$ cat src/hdl/csu_pkg.sv
// ----------------------------------------------------------------------------
// csu_pkg
// widths, limits and controller commands of the cosine similarity unit
// ----------------------------------------------------------------------------
package csu_pkg;

	// element and vector limits
	localparam int ELEM_W     = 16;
	localparam int MAX_LENGTH = 4096;
	localparam int CNT_W      = $clog2(MAX_LENGTH + 2);

	// accumulator widths
	localparam int DOT_W  = 2 * ELEM_W - 1 + $clog2(MAX_LENGTH) + 1;
	localparam int NORM_W = 2 * ELEM_W - 1 + $clog2(MAX_LENGTH);
	localparam int MAG_W  = NORM_W;

	// final computation widths
	localparam int PROD_W     = 2 * MAG_W;
	localparam int FRAC_SHIFT = 30;
	localparam int DIV_W      = PROD_W + FRAC_SHIFT;
	localparam int QUO_W      = FRAC_SHIFT + 1;
	localparam int ROOT_W     = 16;
	localparam int SIM_W      = 16;
	localparam int STEP_W     = $clog2(MAG_W);

	localparam logic [SIM_W-1:0] SIM_MAX = {1'b0, {(SIM_W - 1){1'b1}}};

	// controller to datapath commands
	typedef struct packed {
		logic acc_en;
		logic acc_last;
		logic mul_step;
		logic div_init;
		logic div_step;
		logic sqrt_step;
		logic out_load;
	} cmd_t;

	// datapath to controller status
	typedef struct packed {
		logic out_free;
	} status_t;

endpackage

$ cat src/hdl/csu_ctrl.sv
// ----------------------------------------------------------------------------
// csu_ctrl
// sequencer for accumulation, multiply, divide, root and result load
// ----------------------------------------------------------------------------
module csu_ctrl (
	input  logic              clk,
	input  logic              arst_n,
	input  logic              in_valid,
	input  logic              in_last,
	output logic              in_ready,
	input  csu_pkg::status_t  status,
	output csu_pkg::cmd_t     cmd
);

	typedef enum logic [2:0] {
		ST_ACCUM,
		ST_MUL,
		ST_DIV_INIT,
		ST_DIV,
		ST_SQRT,
		ST_FIN
	} state_t;

	state_t                     state_q;
	logic [csu_pkg::STEP_W-1:0] step_q;

	// command decode
	always_comb begin
		cmd           = '0;
		in_ready      = 1'b0;
		case (state_q)
			ST_ACCUM: begin
				in_ready     = 1'b1;
				cmd.acc_en   = in_valid;
				cmd.acc_last = in_valid && in_last;
			end
			ST_MUL:      cmd.mul_step  = 1'b1;
			ST_DIV_INIT: cmd.div_init  = 1'b1;
			ST_DIV:      cmd.div_step  = 1'b1;
			ST_SQRT:     cmd.sqrt_step = 1'b1;
			ST_FIN:      cmd.out_load  = status.out_free;
			default:     cmd           = '0;
		endcase
	end

	// state and step counter
	always_ff @(posedge clk or negedge arst_n) begin
		if (!arst_n) begin
			state_q <= ST_ACCUM;
			step_q  <= '0;
		end else begin
			case (state_q)
				ST_ACCUM: begin
					step_q <= '0;
					if (in_valid && in_last) state_q <= ST_MUL;
				end
				ST_MUL: begin
					if (step_q == csu_pkg::STEP_W'(csu_pkg::MAG_W - 1)) begin
						step_q  <= '0;
						state_q <= ST_DIV_INIT;
					end else begin
						step_q <= step_q + 1'b1;
					end
				end
				ST_DIV_INIT: begin
					step_q  <= '0;
					state_q <= ST_DIV;
				end
				ST_DIV: begin
					if (step_q == csu_pkg::STEP_W'(csu_pkg::QUO_W - 1)) begin
						step_q  <= '0;
						state_q <= ST_SQRT;
					end else begin
						step_q <= step_q + 1'b1;
					end
				end
				ST_SQRT: begin
					if (step_q == csu_pkg::STEP_W'(csu_pkg::ROOT_W - 1)) begin
						step_q  <= '0;
						state_q <= ST_FIN;
					end else begin
						step_q <= step_q + 1'b1;
					end
				end
				ST_FIN: begin
					if (status.out_free) state_q <= ST_ACCUM;
				end
				default: state_q <= ST_ACCUM;
			endcase
		end
	end

endmodule

$ cat config.mk
export PLATFORM = sky130hd
export DESIGN_NAME = csu_ctrl
export DESIGN_NICKNAME = d
export VERILOG_FILES = /design/src/hdl/csu_pkg.sv /design/src/hdl/csu_ctrl.sv
export SDC_FILE = /design/constraint.sdc
export NUM_CORES = 1
export LEC_CHECK = 0
export BUFFER_PORTS_ARGS = -buffer_cell sky130_fd_sc_hd__buf_2
export CORE_MARGIN = 2
export CORE_UTILIZATION = 35
export DETAILED_ROUTE_END_ITERATION = 7
export PLACE_DENSITY = 0.65
export SKIP_CTS_REPAIR_TIMING = 1
export SLEW_MARGIN = 40
export SYNTH_ARGS = -nofsm -noshare
export SYNTH_HDL_FRONTEND = slang
export SYNTH_SLANG_ARGS = --single-unit
$ cat constraint.sdc
create_clock -name clk -period 3.8 [get_ports clk]
set_input_delay 0.95 -clock clk [delete_from_list [all_inputs] [get_ports clk]]
set_output_delay 0.95 -clock clk [all_outputs]
set_load 0.02 [all_outputs]
Word-level counts from Yosys, hierarchy flattened
Cells that the tools add are included.
- add/sub/neg operators: 1
- equality and inequality tests: 13
- mux-type cells: 17
- reduce and logical (&&, ||, !) cells: 5
- operator list (operator ; number):
    case mux 6 bit (4 select lines) ; 1
    two-way mux 6 bit ; 3
    case mux 3 bit (6 select lines) ; 1
    two-way mux 3 bit ; 5
    != test 2 bit (second input constant) ; 5
    adder 6 x 1 -> 6 bit (second input constant) ; 1
    equality test 3 x 2 -> 1 bit (second input constant) ; 2
    equality test 3 bit (second input constant) ; 2
    equality test 6 x 4 -> 1 bit (second input constant) ; 1
    equality test 6 x 5 -> 1 bit (second input constant) ; 1
    equality test 6 bit (second input constant) ; 1
    two-way mux 1 bit ; 6
    AND reduction 5 bit ; 1
    nonzero test 4 bit ; 1
    equality test 3 x 1 -> 1 bit (second input constant) ; 1
    zero test 3 bit ; 1
    two-way mux 2 bit ; 1
    OR reduction 2 bit ; 1
    logical AND 1 bit ; 1
- flip-flop bits (word level): 9
- bits of input ports: 5
- output and inout port bits: 8
- logic and storage cells: 38

Depth between registers and ports, before layout
- depth after elaboration: 3
- mapped depth: 6
- mapped depth without buffers: 6

Least setup slack after synthesis
Ideal clock, no wire load.
- path kind: register to output
- start: register state_q[0]
- end: output port cmd[5] (netlist bit)
- data arrival time: 1493 ps
- required time: 2850 ps
- setup slack: 1357 ps
- cell stages (with the launch flop): 6
- buffers on the path: 2
- cells stage by stage: dfrtp_1 buf_6 or2_1 buf_2 nor2_1 and3_1
- RTL lines (what ; line ; source):
    start: declaration ; csu_ctrl.sv:24 ; state_t state_q;
    start signal: assignment ; csu_ctrl.sv:49 ; state_q <= ST_ACCUM;
    start signal: assignment ; csu_ctrl.sv:55 ; if (in_valid && in_last) state_q <= ST_MUL;
    start signal: assignment ; csu_ctrl.sv:60 ; state_q <= ST_DIV_INIT;
    end: declaration ; csu_ctrl.sv:12 ; output csu_pkg::cmd_t cmd

==> impl_metrics.env <==
export IMPL_outcome="complete, no violations"
export IMPL_crit_cells=3
export IMPL_clock_latency_ns=0.27
export IMPL_maxCapViolCount=0
export IMPL_start_util_pct=36.6
export IMPL_cts_num_sinks=9
export IMPL_via_count=693
export IMPL_cp_endpoint="cmd[0]"
export IMPL_utilization_pct=41.1
export IMPL_cpMaxStageDelayCell="dfrtp_1"
export IMPL_regToRegEndpoint="step_q[1]$_DFFE_PN0P_"
export IMPL_p_leak_nw=0.361
export IMPL_final_cell_mix="12 x buf_2, 9 x nor2_1, 9 x dfrtp_1, 7 x nand2_1, 7 x o21ai_0"
export IMPL_cp_top_family="flip-flops"
export IMPL_hpwl_um=1210
export IMPL_hold_path_class="primary input to async pin"
export IMPL_cts_root_buf="clkbuf_4"
export IMPL_crit_path_start="state_q[2]$_DFFE_PN0P_"
export IMPL_min_period_over_period_pct=70.4
export IMPL_path_cells="clkinv_1 -> nor3_1 -> buf_2"
export IMPL_antenna_cells=0
export IMPL_relSlewSlack_pct=66.8
export IMPL_worst_path_buf_inv=2
export IMPL_p_per_area_mw_per_mm2=570
export IMPL_overflow=0
export IMPL_start_kind="flip-flop"
export IMPL_die_area_mm2=0.00238
export IMPL_critical_path_class="flip-flop to output pin"
export IMPL_worst_pin_slew_ns=0.498
export IMPL_skew_ns=0.00507
export IMPL_coreArea_mm2=0.00192
export IMPL_syn_area_um2=703
export IMPL_area_growth_synth_to_final_pct=12.3
export IMPL_internal_power_w=0.000248
export IMPL_setup_tns_ns=0
export IMPL_nets=106
export IMPL_cts_tree="built"
export IMPL_pin_count=13
export IMPL_syn_nets=95
export IMPL_finalSetupViolCount=0
export IMPL_layout_commonest_cell="buf_2"
export IMPL_slew_viol_final=0
export IMPL_portBuffers=12
export IMPL_max_clock_freq_mhz=374
export IMPL_vias_per_cell=5.54
export IMPL_wl_per_cell_um=13.1
export IMPL_h_tree_depth=1
export IMPL_antenna_found_initial=0
export IMPL_final_cells=125
export IMPL_grt_pass1_vias=653
export IMPL_clockPowerShare_pct=17.5
export IMPL_die_y_um=48.8
export IMPL_switching_power_w=0.000202
export IMPL_netlist_instances=88
export IMPL_fillers=209
export IMPL_peakVddDrop_v=0.000277
export IMPL_swShare_pct=44.9
export IMPL_yosys_warnings=0
export IMPL_reg2reg_slack_ns=2.08
export IMPL_rsz0062_at_grt="no"
export IMPL_ys_seq_area_share_pct=32.0
export IMPL_cp_required_ns=2.85
export IMPL_drt_initial_drc_count=17
export IMPL_clkTransAtPathRegs_ns=0.07
export IMPL_yosys_area_top_type="dfrtp_1"
export IMPL_ys_seq_elements=9
export IMPL_share_comb_of_total_power_pct=43.0
export IMPL_grt_first_pass_wirelength_um=3000
export IMPL_netlist_area_leader_share_pct=32.0
export IMPL_r2r_start="step_q[0]$_DFFE_PN0P_"
export IMPL_period_needed_ns=2.67
export IMPL_drt_pass1_iter_count=5
export IMPL_layout_drive_gt1_share_pct=17.3
export IMPL_track_usage_pct=15.9
export IMPL_pwr_share_seq_pct=39.5
export IMPL_wl_um=1640
export IMPL_finalHoldViolCount=0
export IMPL_worstPathMaxFanout=16
export IMPL_slowest_delay_ns=0.65
export IMPL_avgSynthCellArea_um2=7.99
export IMPL_r2r_worst_path_cells=5
export IMPL_ys_types=36
export IMPL_synth_area_top_cells="dfrtp_1 32%, o21ai_0 5.0%, nor2_1 4.8%"
export IMPL_ant_nets=0
export IMPL_critPathCaptureType="output pin"
export IMPL_numCtsBuffers=3
export IMPL_die_x_um=48.8
export IMPL_place_inst=121
export IMPL_rows=16
export IMPL_cts_buffer_depth=2
export IMPL_gp_congestion=0.925
export IMPL_grt_max_degree=17
export IMPL_route_detailed_drc=0
export IMPL_critPathArrivalTime_ns=1.72
## worst min-delay path by stage
stage                               start                endpoint  slack (ns)
floorplan           step_q[3]$_DFFE_PN0P_   step_q[3]$_DFFE_PN0P_        0.59
global placement    step_q[3]$_DFFE_PN0P_   step_q[3]$_DFFE_PN0P_        0.65
detailed placement  step_q[3]$_DFFE_PN0P_   step_q[3]$_DFFE_PN0P_        0.64
CTS                                arst_n  state_q[0]$_DFFE_PN0P_        0.53
global route                       arst_n  state_q[0]$_DFFE_PN0P_        0.53
finish                             arst_n  state_q[0]$_DFFE_PN0P_        0.52
## synth_stat cells
master and count:
o31ai_1 1, a2bb2oi_1 1, buf_2 2, nand4b_1 2, nor2_1 9, clkinv_1 1
a32oi_1 1, inv_1 4, o211ai_1 1, or2_1 1, o2111ai_1 1, o21ai_1 1
nor4b_2 1, and2_1 2, nand4_1 2, a41oi_1 1, nand2_1 7, nor3_1 4
a22o_1 2, a21oi_1 6, nand3_1 3, nand3b_1 1, o21ai_0 7, dfrtp_1 9
ha_1 2, clkbuf_1 2, xnor2_1 2, and3_1 4, nand2b_1 1, and2b_1 1
a211oi_2 1, clkbuf_2 1, nor4bb_1 1, and4b_1 1, or4_1 1, buf_6 1
## per-stage QoR
step                total power [W]  hold slack (ns)  cell area, um2  setup WS, ns
floorplan                  0.000328            0.587             703          1.36
global placement           0.000365            0.651             763          1.42
detailed placement         0.000370            0.639             763          1.41
CTS                        0.000450            0.525             790          1.15
global route               0.000494            0.529             790         0.975
finish                     0.000450            0.517             790          1.13
## worst register-to-register path: stages, from the launching register on
cell and delay (ns):
dfrtp_1 0.42, ha_1 0.26, nand4b_1 0.21, o21ai_0 0.34
o21ai_0 0.13, a22o_1 0.25
## final cells by class
type | count | area, um2 | area share [%]
Multi-Input combinational cell | 68 | 425 | 53.9
Sequential cell | 9 | 225 | 28.5
Timing Repair Buffer | 12 | 60.1 | 7.61
Tap cell | 27 | 33.8 | 4.28
Clock buffer | 4 | 26.3 | 3.33
Inverter | 5 | 18.8 | 2.38
## metal layers
| layer | wire length (um) | global-route usage [%] | vias up |
|---|---|---|---|
| met5 | 0 | 0 | - |
| met4 | 34 | 7.62 | 0 |
| met3 | 62 | 2.76 | 4 |
| met2 | 757 | 24.7 | 14 |
| met1 | 784 | 21.3 | 333 |
| li1 | - | - | 342 |
## power groups by stage
stage	sequential, W	clock (W)	combinational, W
floorplan	0.000154	0	0.000174
finish	0.000178	0.0000787	0.000194
global route	0.000183	0.0000869	0.000224
CTS	0.000176	0.0000795	0.000195
detailed placement	0.000177	0	0.000193
global placement	0.000178	0	0.000187
## registers in the layout, summed over array words and instances, names as in the netlist
| register | count |
|---|---|
| step_q | 6 |
| state_q | 3 |
## kinds of logic (layout without fill, tap and decap cells)
| family | after synthesis | after routing | share of synthesized area [%] |
|---|---|---|---|
| XOR/XNOR | 2 | 2 | 2.49 |
| adder cells (fa/ha/maj) | 2 | 2 | 3.56 |
| flip-flops | 9 | 9 | 32.0 |
| AO/OA/AOI/OAI | 23 | 23 | 21.4 |
| buffers and inverters | 11 | 21 | 7.47 |
| AND/OR/NAND/NOR | 41 | 41 | 33.1 |
(Power assumes the default switching activity.)
