`config.mk`:
```
export PLATFORM = sky130hd
export DESIGN_NAME = csu_dp
export DESIGN_NICKNAME = d
export VERILOG_FILES = /design/src/hdl/csu_pkg.sv /design/src/hdl/csu_dp.sv
export SDC_FILE = /design/constraint.sdc
export NUM_CORES = 2
export LEC_CHECK = 0
export ABC_CLOCK_PERIOD_IN_PS = 10200
export BUFFER_PORTS_ARGS = -buffer_cell sky130_fd_sc_hd__buf_2
export CORE_ASPECT_RATIO = 0.8
export CORE_MARGIN = 4
export CORE_UTILIZATION = 62
export DETAILED_ROUTE_END_ITERATION = 7
export GPL_ROUTABILITY_DRIVEN = 0
export PLACE_DENSITY = 0.78
export SLEW_MARGIN = 20
export SYNTH_ARGS = -nofsm -noshare
export SYNTH_HDL_FRONTEND = slang
export SYNTH_SLANG_ARGS = --single-unit
export TNS_END_PERCENT = 30
```
`constraint.sdc`:
```
create_clock -name clk -period 10.2 [get_ports clk]
set_clock_uncertainty 0.1 [all_clocks]
set_input_delay 1.02 -clock clk [delete_from_list [all_inputs] [get_ports clk]]
set_output_delay 1.02 -clock clk [all_outputs]
set_load 0.01 [all_outputs]
```
`src/hdl/csu_pkg.sv`:
```
// ----------------------------------------------------------------------------
// csu_pkg
// widths, limits and controller commands of the cosine similarity unit
// ----------------------------------------------------------------------------
package csu_pkg;

	// element and vector limits
	localparam int ELEM_W     = 16;
	localparam int MAX_LENGTH = 4096;
	localparam int CNT_W      = $clog2(MAX_LENGTH + 2);

	// accumulator widths
	localparam int DOT_W  = 2 * ELEM_W - 1 + $clog2(MAX_LENGTH) + 1;
	localparam int NORM_W = 2 * ELEM_W - 1 + $clog2(MAX_LENGTH);
	localparam int MAG_W  = NORM_W;

	// final computation widths
	localparam int PROD_W     = 2 * MAG_W;
	localparam int FRAC_SHIFT = 30;
	localparam int DIV_W      = PROD_W + FRAC_SHIFT;
	localparam int QUO_W      = FRAC_SHIFT + 1;
	localparam int ROOT_W     = 16;
	localparam int SIM_W      = 16;
	localparam int STEP_W     = $clog2(MAG_W);

	localparam logic [SIM_W-1:0] SIM_MAX = {1'b0, {(SIM_W - 1){1'b1}}};

	// controller to datapath commands
	typedef struct packed {
		logic acc_en;
		logic acc_last;
		logic mul_step;
		logic div_init;
		logic div_step;
		logic sqrt_step;
		logic out_load;
	} cmd_t;

	// datapath to controller status
	typedef struct packed {
		logic out_free;
	} status_t;

endpackage

```
`src/hdl/csu_dp.sv`:
```
// ----------------------------------------------------------------------------
// csu_dp
// accumulators, shift-add multipliers, restoring divider, bitwise root
// and the output word register
// ----------------------------------------------------------------------------
module csu_dp (
	input  logic                              clk,
	input  logic                              arst_n,
	input  logic signed [csu_pkg::ELEM_W-1:0] a_value,
	input  logic signed [csu_pkg::ELEM_W-1:0] b_value,
	input  csu_pkg::cmd_t                     cmd,
	output csu_pkg::status_t                  status,
	output logic                              out_valid,
	input  logic                              out_ready,
	output logic        [csu_pkg::SIM_W-1:0]  similarity,
	output logic                              undefined
);

	// running sums
	logic signed [csu_pkg::DOT_W-1:0]  dot_q;
	logic        [csu_pkg::NORM_W-1:0] norm_a_q;
	logic        [csu_pkg::NORM_W-1:0] norm_b_q;
	logic        [csu_pkg::CNT_W-1:0]  count_q;

	logic signed [2*csu_pkg::ELEM_W-1:0] ab;
	logic signed [2*csu_pkg::ELEM_W-1:0] aa;
	logic signed [2*csu_pkg::ELEM_W-1:0] bb;
	logic                                in_range;
	logic signed [csu_pkg::DOT_W-1:0]    dot_nx;
	logic        [csu_pkg::NORM_W-1:0]   norm_a_nx;
	logic        [csu_pkg::NORM_W-1:0]   norm_b_nx;
	logic        [csu_pkg::CNT_W-1:0]    count_nx;
	logic        [csu_pkg::MAG_W-1:0]    dot_abs;
	logic                                neg_nx;
	logic                                undef_nx;

	// final computation registers
	logic                                neg_q;
	logic                                undef_q;
	logic [csu_pkg::PROD_W-1:0]          mc_d_q;
	logic [csu_pkg::MAG_W-1:0]           mp_d_q;
	logic [csu_pkg::PROD_W-1:0]          pr_d_q;
	logic [csu_pkg::PROD_W-1:0]          mc_p_q;
	logic [csu_pkg::MAG_W-1:0]           mp_p_q;
	logic [csu_pkg::PROD_W-1:0]          pr_p_q;
	logic [csu_pkg::DIV_W-1:0]           rem_q;
	logic [csu_pkg::DIV_W-1:0]           dvs_q;
	logic [csu_pkg::QUO_W-1:0]           quo_q;
	logic [csu_pkg::ROOT_W-1:0]          root_q;
	logic [csu_pkg::ROOT_W-1:0]          mask_q;

	logic [csu_pkg::ROOT_W-1:0]          cand;
	logic [2*csu_pkg::ROOT_W-1:0]        cand_sq;
	logic                                rem_ge;
	logic [csu_pkg::SIM_W-1:0]           sim_nx;

	// element products and next sums
	always_comb begin
		ab        = a_value * b_value;
		aa        = a_value * a_value;
		bb        = b_value * b_value;
		in_range  = count_q < csu_pkg::CNT_W'(csu_pkg::MAX_LENGTH);
		dot_nx    = dot_q;
		norm_a_nx = norm_a_q;
		norm_b_nx = norm_b_q;
		count_nx  = csu_pkg::CNT_W'(csu_pkg::MAX_LENGTH + 1);
		if (in_range) begin
			dot_nx    = dot_q + csu_pkg::DOT_W'(ab);
			norm_a_nx = norm_a_q + csu_pkg::NORM_W'(unsigned'(aa));
			norm_b_nx = norm_b_q + csu_pkg::NORM_W'(unsigned'(bb));
			count_nx  = count_q + 1'b1;
		end
		neg_nx   = dot_nx[csu_pkg::DOT_W-1];
		dot_abs  = neg_nx ? csu_pkg::MAG_W'(unsigned'(-dot_nx))
			: csu_pkg::MAG_W'(unsigned'(dot_nx));
		undef_nx = (count_nx > csu_pkg::CNT_W'(csu_pkg::MAX_LENGTH))
			|| (norm_a_nx == '0) || (norm_b_nx == '0);
	end

	always_ff @(posedge clk or negedge arst_n) begin
		if (!arst_n) begin
			dot_q    <= '0;
			norm_a_q <= '0;
			norm_b_q <= '0;
			count_q  <= '0;
		end else if (cmd.acc_en) begin
			if (cmd.acc_last) begin
				dot_q    <= '0;
				norm_a_q <= '0;
				norm_b_q <= '0;
				count_q  <= '0;
			end else begin
				dot_q    <= dot_nx;
				norm_a_q <= norm_a_nx;
				norm_b_q <= norm_b_nx;
				count_q  <= count_nx;
			end
		end
	end

	// shift-add multipliers: dot magnitude squared and norm product
	always_ff @(posedge clk) begin
		if (cmd.acc_last) begin
			neg_q   <= neg_nx;
			undef_q <= undef_nx;
			mc_d_q  <= csu_pkg::PROD_W'(dot_abs);
			mp_d_q  <= dot_abs;
			pr_d_q  <= '0;
			mc_p_q  <= csu_pkg::PROD_W'(norm_a_nx);
			mp_p_q  <= norm_b_nx;
			pr_p_q  <= '0;
		end else if (cmd.mul_step) begin
			if (mp_d_q[0]) pr_d_q <= pr_d_q + mc_d_q;
			if (mp_p_q[0]) pr_p_q <= pr_p_q + mc_p_q;
			mc_d_q <= mc_d_q << 1;
			mc_p_q <= mc_p_q << 1;
			mp_d_q <= mp_d_q >> 1;
			mp_p_q <= mp_p_q >> 1;
		end
	end

	// restoring divider, one quotient bit per cycle
	assign rem_ge = rem_q >= dvs_q;

	always_ff @(posedge clk) begin
		if (cmd.div_init) begin
			rem_q <= {pr_d_q, csu_pkg::FRAC_SHIFT'(0)};
			dvs_q <= {pr_p_q, csu_pkg::FRAC_SHIFT'(0)};
			quo_q <= '0;
		end else if (cmd.div_step) begin
			if (rem_ge) rem_q <= rem_q - dvs_q;
			dvs_q <= dvs_q >> 1;
			quo_q <= {quo_q[csu_pkg::QUO_W-2:0], rem_ge};
		end
	end

	// integer square root, one result bit per cycle
	assign cand    = root_q | mask_q;
	assign cand_sq = cand * cand;

	always_ff @(posedge clk) begin
		if (cmd.div_init) begin
			root_q <= '0;
			mask_q <= {1'b1, (csu_pkg::ROOT_W - 1)'(0)};
		end else if (cmd.sqrt_step) begin
			if (cand_sq <= (2*csu_pkg::ROOT_W)'(quo_q)) root_q <= cand;
			mask_q <= mask_q >> 1;
		end
	end

	// sign and saturation of the result
	always_comb begin
		if (undef_q) begin
			sim_nx = '0;
		end else if (neg_q) begin
			sim_nx = csu_pkg::SIM_W'(-root_q);
		end else begin
			sim_nx = root_q[csu_pkg::ROOT_W-1] ? csu_pkg::SIM_MAX : root_q;
		end
	end

	// output word register
	assign status.out_free = !out_valid || out_ready;

	always_ff @(posedge clk or negedge arst_n) begin
		if (!arst_n) begin
			out_valid <= 1'b0;
		end else if (cmd.out_load) begin
			out_valid <= 1'b1;
		end else if (out_ready) begin
			out_valid <= 1'b0;
		end
	end

	always_ff @(posedge clk) begin
		if (cmd.out_load) begin
			similarity <= sim_nx;
			undefined  <= undef_q;
		end
	end

endmodule

```
Yosys cells after proc, flatten, opt, wreduce, memory -nomap -nowiden:

Cells that the tools add are included.

* RAM bits: 0
* bits in latches: 0
* bits of input ports: 42
* memories kept: 0
* output and inout port bits: 19
* memory bits (read-only): 0
* register bits: 888

* $mul: 4
* $lt $le $gt $ge: 4
* reductions and logical operators: 15
* bitwise logic cells: 1
* shift operators: 0
* div/mod/pow operators: 0
* eq/ne operators: 0
* $add $sub $neg: 9
* multiplexer cells: 26

Operators by type and width (number)
* 116-bit 2-to-1 mux: 5
* 43-bit 2-to-1 mux: 13
* 86-bit adder: 2
* 16-bit by 16-bit multiplier with 32-bit output: 4
* 116-bit >= comparator: 1
* 116-bit subtractor: 1
* 44-bit 2-to-1 mux: 2
* 43-bit by 32-bit adder with 43-bit output: 2
* 43-bit zero test: 2
* 44-bit by 32-bit adder with 44-bit output: 1
* 43-bit negator: 1
* 32-bit by 31-bit <= comparator with 1-bit output: 1
* 13-bit 2-to-1 mux: 2
* 16-bit 2-to-1 mux: 1
* 16-bit negator: 1
* 16-bit OR: 1
* 15-bit 2-to-1 mux: 1
* 13-bit by 1-bit adder with 13-bit output, second input constant: 1
* 13-bit greater-than comparator, second input constant: 1
* 13-bit less-than comparator, second input constant: 1
* 2-bit AND reduction: 5
* 2-bit nonzero test: 4
* 1-bit logical OR: 3
* 1-bit 2-to-1 mux: 2
* 1-bit zero test: 1

Depth between registers and ports, before layout:

* depth after elaboration: 6
* gate-level depth with buffers: 42
* gate-level depth less buffers: 41

Worst setup path before layout:

No wires, ideal clock.

* path kind: input -> register
* start point: input a_value[15] in the netlist's numbering
* end point: register undef_q (data pin)
* setup time: 0.150 ns
* cell stages on the path: 40
* arrival time: 9.812 ns
* path buffers: 2
* slack: 0.138 ns
* required time: 9.950 ns
* path through: clkbuf_1 > clkbuf_1 > nand2_1 > inv_1 > fa_1 > inv_1 > fa_1 > fa_1 > inv_1 > fa_1 > fa_1 > inv_1 > fa_1 > inv_1 > ha_1 > a21oi_1 > nor2b_1 > o21ai_0 > [... 4 more ...] > o311ai_0 > and2_1 > or2_2 > a21o_1 > a21oi_1 > xnor2_1 > ha_1 > nand3_1 > nor3_1 > a2111oi_4 > a21oi_2 > or3_1 > a31oi_2 > and4bb_1 > nand4_1 > or4b_1 > or3_1 > o211ai_2

* longest elaborated chain between the ends: 6

RTL lines
* start: declaration: line csu_dp.sv:9 `input logic signed [csu_pkg::ELEM_W-1:0] a_value,`
* 16-bit by 16-bit multiplier with 32-bit output: line csu_dp.sv:60 `aa = a_value * a_value;`
* 43-bit by 32-bit adder with 43-bit output: line csu_dp.sv:69 `norm_a_nx = norm_a_q + csu_pkg::NORM_W'(unsigned'(aa));`
* 43-bit 2-to-1 mux: line csu_dp.sv:67 `if (in_range) begin`
* 43-bit zero test: line csu_dp.sv:77 `|| (norm_a_nx == '0) || (norm_b_nx == '0);`
* 1-bit logical OR (2 in a row): line csu_dp.sv:77
* named net undef_nx: line csu_dp.sv:35 `logic undef_nx;`
* end signal: assignment: line csu_dp.sv:105 `undef_q <= undef_nx;`
* end: declaration: line csu_dp.sv:39 `logic undef_q;`

The timed path passes the listed nets, and every way through them passes these cells.
A chain may end at the register's enable or synchronous reset.

Final worst setup path:

* start point: input a_value[3] in the netlist's numbering
* end point: register undef_q (data pin)

The elaborated chain is that of the path after synthesis.

==> metrics.txt <==
# TYPE chip_impl_metric gauge
chip_impl_metric{name="synth_seq_cells",unit=""} 888
chip_impl_info{name="synth.top_cells.by_area",value="sky130_fd_sc_hd__fa_1 (21%), sky130_fd_sc_hd__edfxtp_1 (11%), sky130_fd_sc_hd__ha_1 (10%)"} 1
chip_impl_metric{name="worstPathArrival",unit="ns"} 10.23
chip_impl_metric{name="worst_pin_slew",unit="ns"} 1.10
chip_impl_metric{name="first_global_vias",unit=""} 80100
chip_impl_metric{name="required",unit="ns"} 10.67
chip_impl_metric{name="max-clock-path-buffers",unit=""} 3
chip_impl_metric{name="hold_violations",unit=""} 0
chip_impl_info{name="critical-path-slowest-cell",value="sky130_fd_sc_hd__fa_1"} 1
chip_impl_metric{name="synth_xor_area_share",unit="%"} 4.48
chip_impl_metric{name="floorplan.die_area",unit="um2"} 161000
chip_impl_metric{name="yosys.area_share.adder",unit="%"} 30.7
chip_impl_info{name="synth_top_family_by_area",value="adder cells"} 1
chip_impl_metric{name="fp.coreArea",unit="um2"} 153000
chip_impl_metric{name="drc",unit=""} 0
chip_impl_metric{name="setup-violations-final",unit=""} 0
chip_impl_info{name="cpMostUsedCell",value="sky130_fd_sc_hd__fa_1"} 1
chip_impl_metric{name="avgViaCountPerCell",unit=""} 6.10
chip_impl_metric{name="dp_hpwl",unit="mm"} 194
chip_impl_info{name="timing.rr.end",value="root_q[3]"} 1
chip_impl_metric{name="place_area",unit="um2"} 99600
chip_impl_metric{name="cts_stage_hold_buffer_count",unit=""} 0
chip_impl_metric{name="post-route-min-period",unit="ns"} 9.76
chip_impl_info{name="tritoncts_clock_tree",value="done"} 1
chip_impl_metric{name="yosys.area_share.simple",unit="%"} 14.3
chip_impl_metric{name="grt_first_pass_wirelength",unit="mm"} 411
chip_impl_info{name="clockRootBuffer",value="sky130_fd_sc_hd__clkbuf_16"} 1
chip_impl_metric{name="cpPeakStageDelay",unit="ns"} 0.55
chip_impl_metric{name="synth_compound_area_share",unit="%"} 16.4
chip_impl_metric{name="slew_violations",unit=""} 0
chip_impl_metric{name="cts_num_sinks",unit=""} 888
chip_impl_info{name="cp_endpoint_kind",value="register"} 1
chip_impl_metric{name="netlist_area",unit="um2"} 96000
chip_impl_metric{name="synth-seq-area-share",unit="%"} 23.1
chip_impl_metric{name="netlist.area_leader.share",unit="%"} 20.7
chip_impl_metric{name="number_of_antenna_violations_at_the_first_check_in_global_routing",unit=""} 3
chip_impl_info{name="synthTopCellsByCount",value="sky130_fd_sc_hd__inv_1 (1469), sky130_fd_sc_hd__nand2_1 (1223), sky130_fd_sc_hd__fa_1 (990)"} 1
chip_impl_metric{name="fmax",unit="MHz"} 102
chip_impl_metric{name="grt_util_all_layers",unit="%"} 30.9
chip_impl_metric{name="routed_wire_length_per_instance",unit="um"} 19.2
chip_impl_metric{name="io-pin-count",unit=""} 61
chip_impl_metric{name="final_area",unit="um2"} 103000
chip_impl_info{name="synth-main-ff-cell",value="sky130_fd_sc_hd__dfxtp_1"} 1
chip_impl_info{name="worst-setup-path-type",value="input port to register"} 1
chip_impl_metric{name="share_of_layout_cells_above_drive_strength_1",unit="%"} 6.44
chip_impl_metric{name="io_buffer_count",unit=""} 60
chip_impl_metric{name="synthToLayoutAreaGrowth",unit="%"} 7.18
chip_impl_metric{name="postRouteAntennaNets",unit=""} 0
chip_impl_metric{name="gr-total-overflow",unit=""} 0
chip_impl_metric{name="synth_warnings",unit=""} 0
chip_impl_metric{name="synth_edf_count",unit=""} 363
chip_impl_metric{name="numCtsBuffers",unit=""} 88
chip_impl_metric{name="clk-insertion-delay-late",unit="ns"} 0.73
chip_impl_metric{name="crit_fanout",unit=""} 15
chip_impl_metric{name="finalCoreUtilization",unit="%"} 67.2
chip_impl_metric{name="placement_rows",unit=""} 128
chip_impl_metric{name="muxShareOfSynthArea",unit="%"} 3.12
chip_impl_metric{name="largest_net_degree_at_the_start_of_global_routing",unit=""} 150
chip_impl_info{name="r2r-start",value="root_q[3]"} 1
chip_impl_info{name="outcome",value="completed"} 1
chip_impl_info{name="synth_area_leader_cell",value="sky130_fd_sc_hd__fa_1"} 1
chip_impl_metric{name="syn_nets",unit=""} 12700
chip_impl_metric{name="cts.clk_slew.worst_paths",unit="ns"} 0.07
chip_impl_metric{name="max-slew-margin-rel",unit="%"} 26.5
chip_impl_info{name="hp_class",value="input port to async pin"} 1
chip_impl_metric{name="detailroute.via_count",unit=""} 78900
chip_impl_metric{name="post_synth_inst_count",unit=""} 10900
chip_impl_info{name="grt_setup_unrepaired",value="no"} 1
chip_impl_metric{name="detail_route.wirelength",unit="mm"} 248
chip_impl_metric{name="nNetsFinal",unit=""} 12700
chip_impl_metric{name="die-width",unit="um"} 448
chip_impl_info{name="startpoint_types",value="input port"} 1
chip_impl_metric{name="cts_max_level",unit=""} 3
chip_impl_metric{name="timing.reg2reg.setup_slack",unit="ns"} 0.47
chip_impl_metric{name="synth.distinct_cells",unit=""} 111
chip_impl_info{name="post-synth-top-count-cell",value="sky130_fd_sc_hd__inv_1"} 1
chip_impl_metric{name="syn_area_per_cell",unit="um2"} 8.83
chip_impl_metric{name="path_depth_of_the_worst_reg2reg_path",unit=""} 40
chip_impl_metric{name="max-cap-violations",unit=""} 0
chip_impl_metric{name="finalCritPeriodShare",unit="%"} 95.7
chip_impl_metric{name="iteration_count_of_the_initial_detailed_routing_pass",unit=""} 6
chip_impl_metric{name="die_y",unit="um"} 360
chip_impl_metric{name="initial_core_util",unit="%"} 62.7
chip_impl_metric{name="drt-initial-drc-count",unit=""} 7509
chip_impl_metric{name="share_of_synthesized_flip_flops_with_an_asynchronous_set_or_reset",unit="%"} 16.2
## critical path: cells and delay by family
kind | cells | cell delay, ns
AOI/OAI and AO/OA | 12 | 2.22
adders and majority gates | 8 | 3.52
buffers and inverters | 11 | 1.23
xor gates and xnor gates | 1 | 0.14
and+or+nand+nor | 9 | 2.08
## logic make-up after synthesis
kind of cell	count (synthesis)
AOI/OAI and AO/OA	2416
and+or+nand+nor	3030
DFF	888
muxes	293
adders and majority gates	1764
xor gates and xnor gates	491
buffers and inverters	1986
## metrics by stage
step	worst slack [ns]	std cells	TNS, ns	hold WS (ns)
6_report	0.436	12900	0	0.104
5_1_grt	0.0183	12900	0	0.0998
4_1_cts	0.146	12900	0	0.0772
3_5_place_dp	-0.558	12800	-0.558	0.353
3_3_place_gp	-0.395	12800	-0.395	0.343
2_1_floorplan	0.138	10900	0	0.324
## sequential cells by signal, indices dropped and copies added, names as in the netlist, 13 cells and up
name / flops
quo_q: 31
norm_a_q: 43
pr_p_q: 86
count_q: 13
norm_b_q: 43
dot_q: 44
dvs_q: 116
root_q: 16
similarity: 16
mp_p_q: 43
mp_d_q: 43
mask_q: 16
mc_p_q: 86
pr_d_q: 86
rem_q: 116
mc_d_q: 86
## routing by layer
metal | global-route usage [%] | up-vias | part of all wire, %
li1 | - | 36600 | -
met1 | 43.9 | 38300 | 43
met2 | 48.8 | 3461 | 45
met3 | 5.41 | 565 | 9.1
met4 | 8.92 | 0 | 3.1
met5 | 0 | - | 0
## cell usage in the layout (no fill, tap or decap), types with 81 or more instances in the layout
cell type / instances
sky130_fd_sc_hd__xor2_1: 164
sky130_fd_sc_hd__a22o_1: 81
sky130_fd_sc_hd__clkbuf_16: 97
sky130_fd_sc_hd__o31ai_1: 101
sky130_fd_sc_hd__dfrtp_1: 143
sky130_fd_sc_hd__nor2_1: 801
sky130_fd_sc_hd__and2_1: 212
sky130_fd_sc_hd__nor3_1: 113
sky130_fd_sc_hd__fa_1: 990
sky130_fd_sc_hd__xnor2_1: 327
sky130_fd_sc_hd__o21ai_0: 458
sky130_fd_sc_hd__o21bai_1: 82
sky130_fd_sc_hd__buf_4: 332
sky130_fd_sc_hd__edfxtp_1: 363
sky130_fd_sc_hd__nand2_1: 1218
sky130_fd_sc_hd__mux2i_1: 246
sky130_fd_sc_hd__dfxtp_1: 381
sky130_fd_sc_hd__a21oi_1: 732
sky130_fd_sc_hd__inv_1: 1466
sky130_fd_sc_hd__nand4_1: 120
sky130_fd_sc_hd__ha_1: 774
sky130_fd_sc_hd__o2bb2ai_1: 94
sky130_fd_sc_hd__a21o_1: 335
sky130_fd_sc_hd__nand3_1: 140
## repair_timing
| item | 4_1_cts | 5_1_grt |
|---|---|---|
| endpoints found under the setup margin | 0 | 1 |
| setup buffers | 0 | 1 |
| resized for setup | 0 | 11 |
## how the worst max path moves through the flow
stage	from	end	slack, ns
floorplan	a_value[15]	undef_q	0.14
global placement	a_value[3]	undef_q	-0.39
detailed placement	a_value[12]	undef_q	-0.56
CTS	a_value[12]	undef_q	0.15
global route	a_value[3]	undef_q	0.02
finish	a_value[3]	undef_q	0.44
## area by class of cell
type | count | area (um2)
clock buffer | 120 | 2630
antenna | 1 | 2.50
timing repair buffer | 401 | 2990
fill | 12000 | 50100
inverter | 1477 | 5550
clock inverter | 46 | 602
multi-input combinational | 7994 | 66400
sequential | 888 | 22100
tap | 2015 | 2520
Power is not shown: default switching activity piles up to over one toggle a cycle in this logic, so the estimate is an artifact.
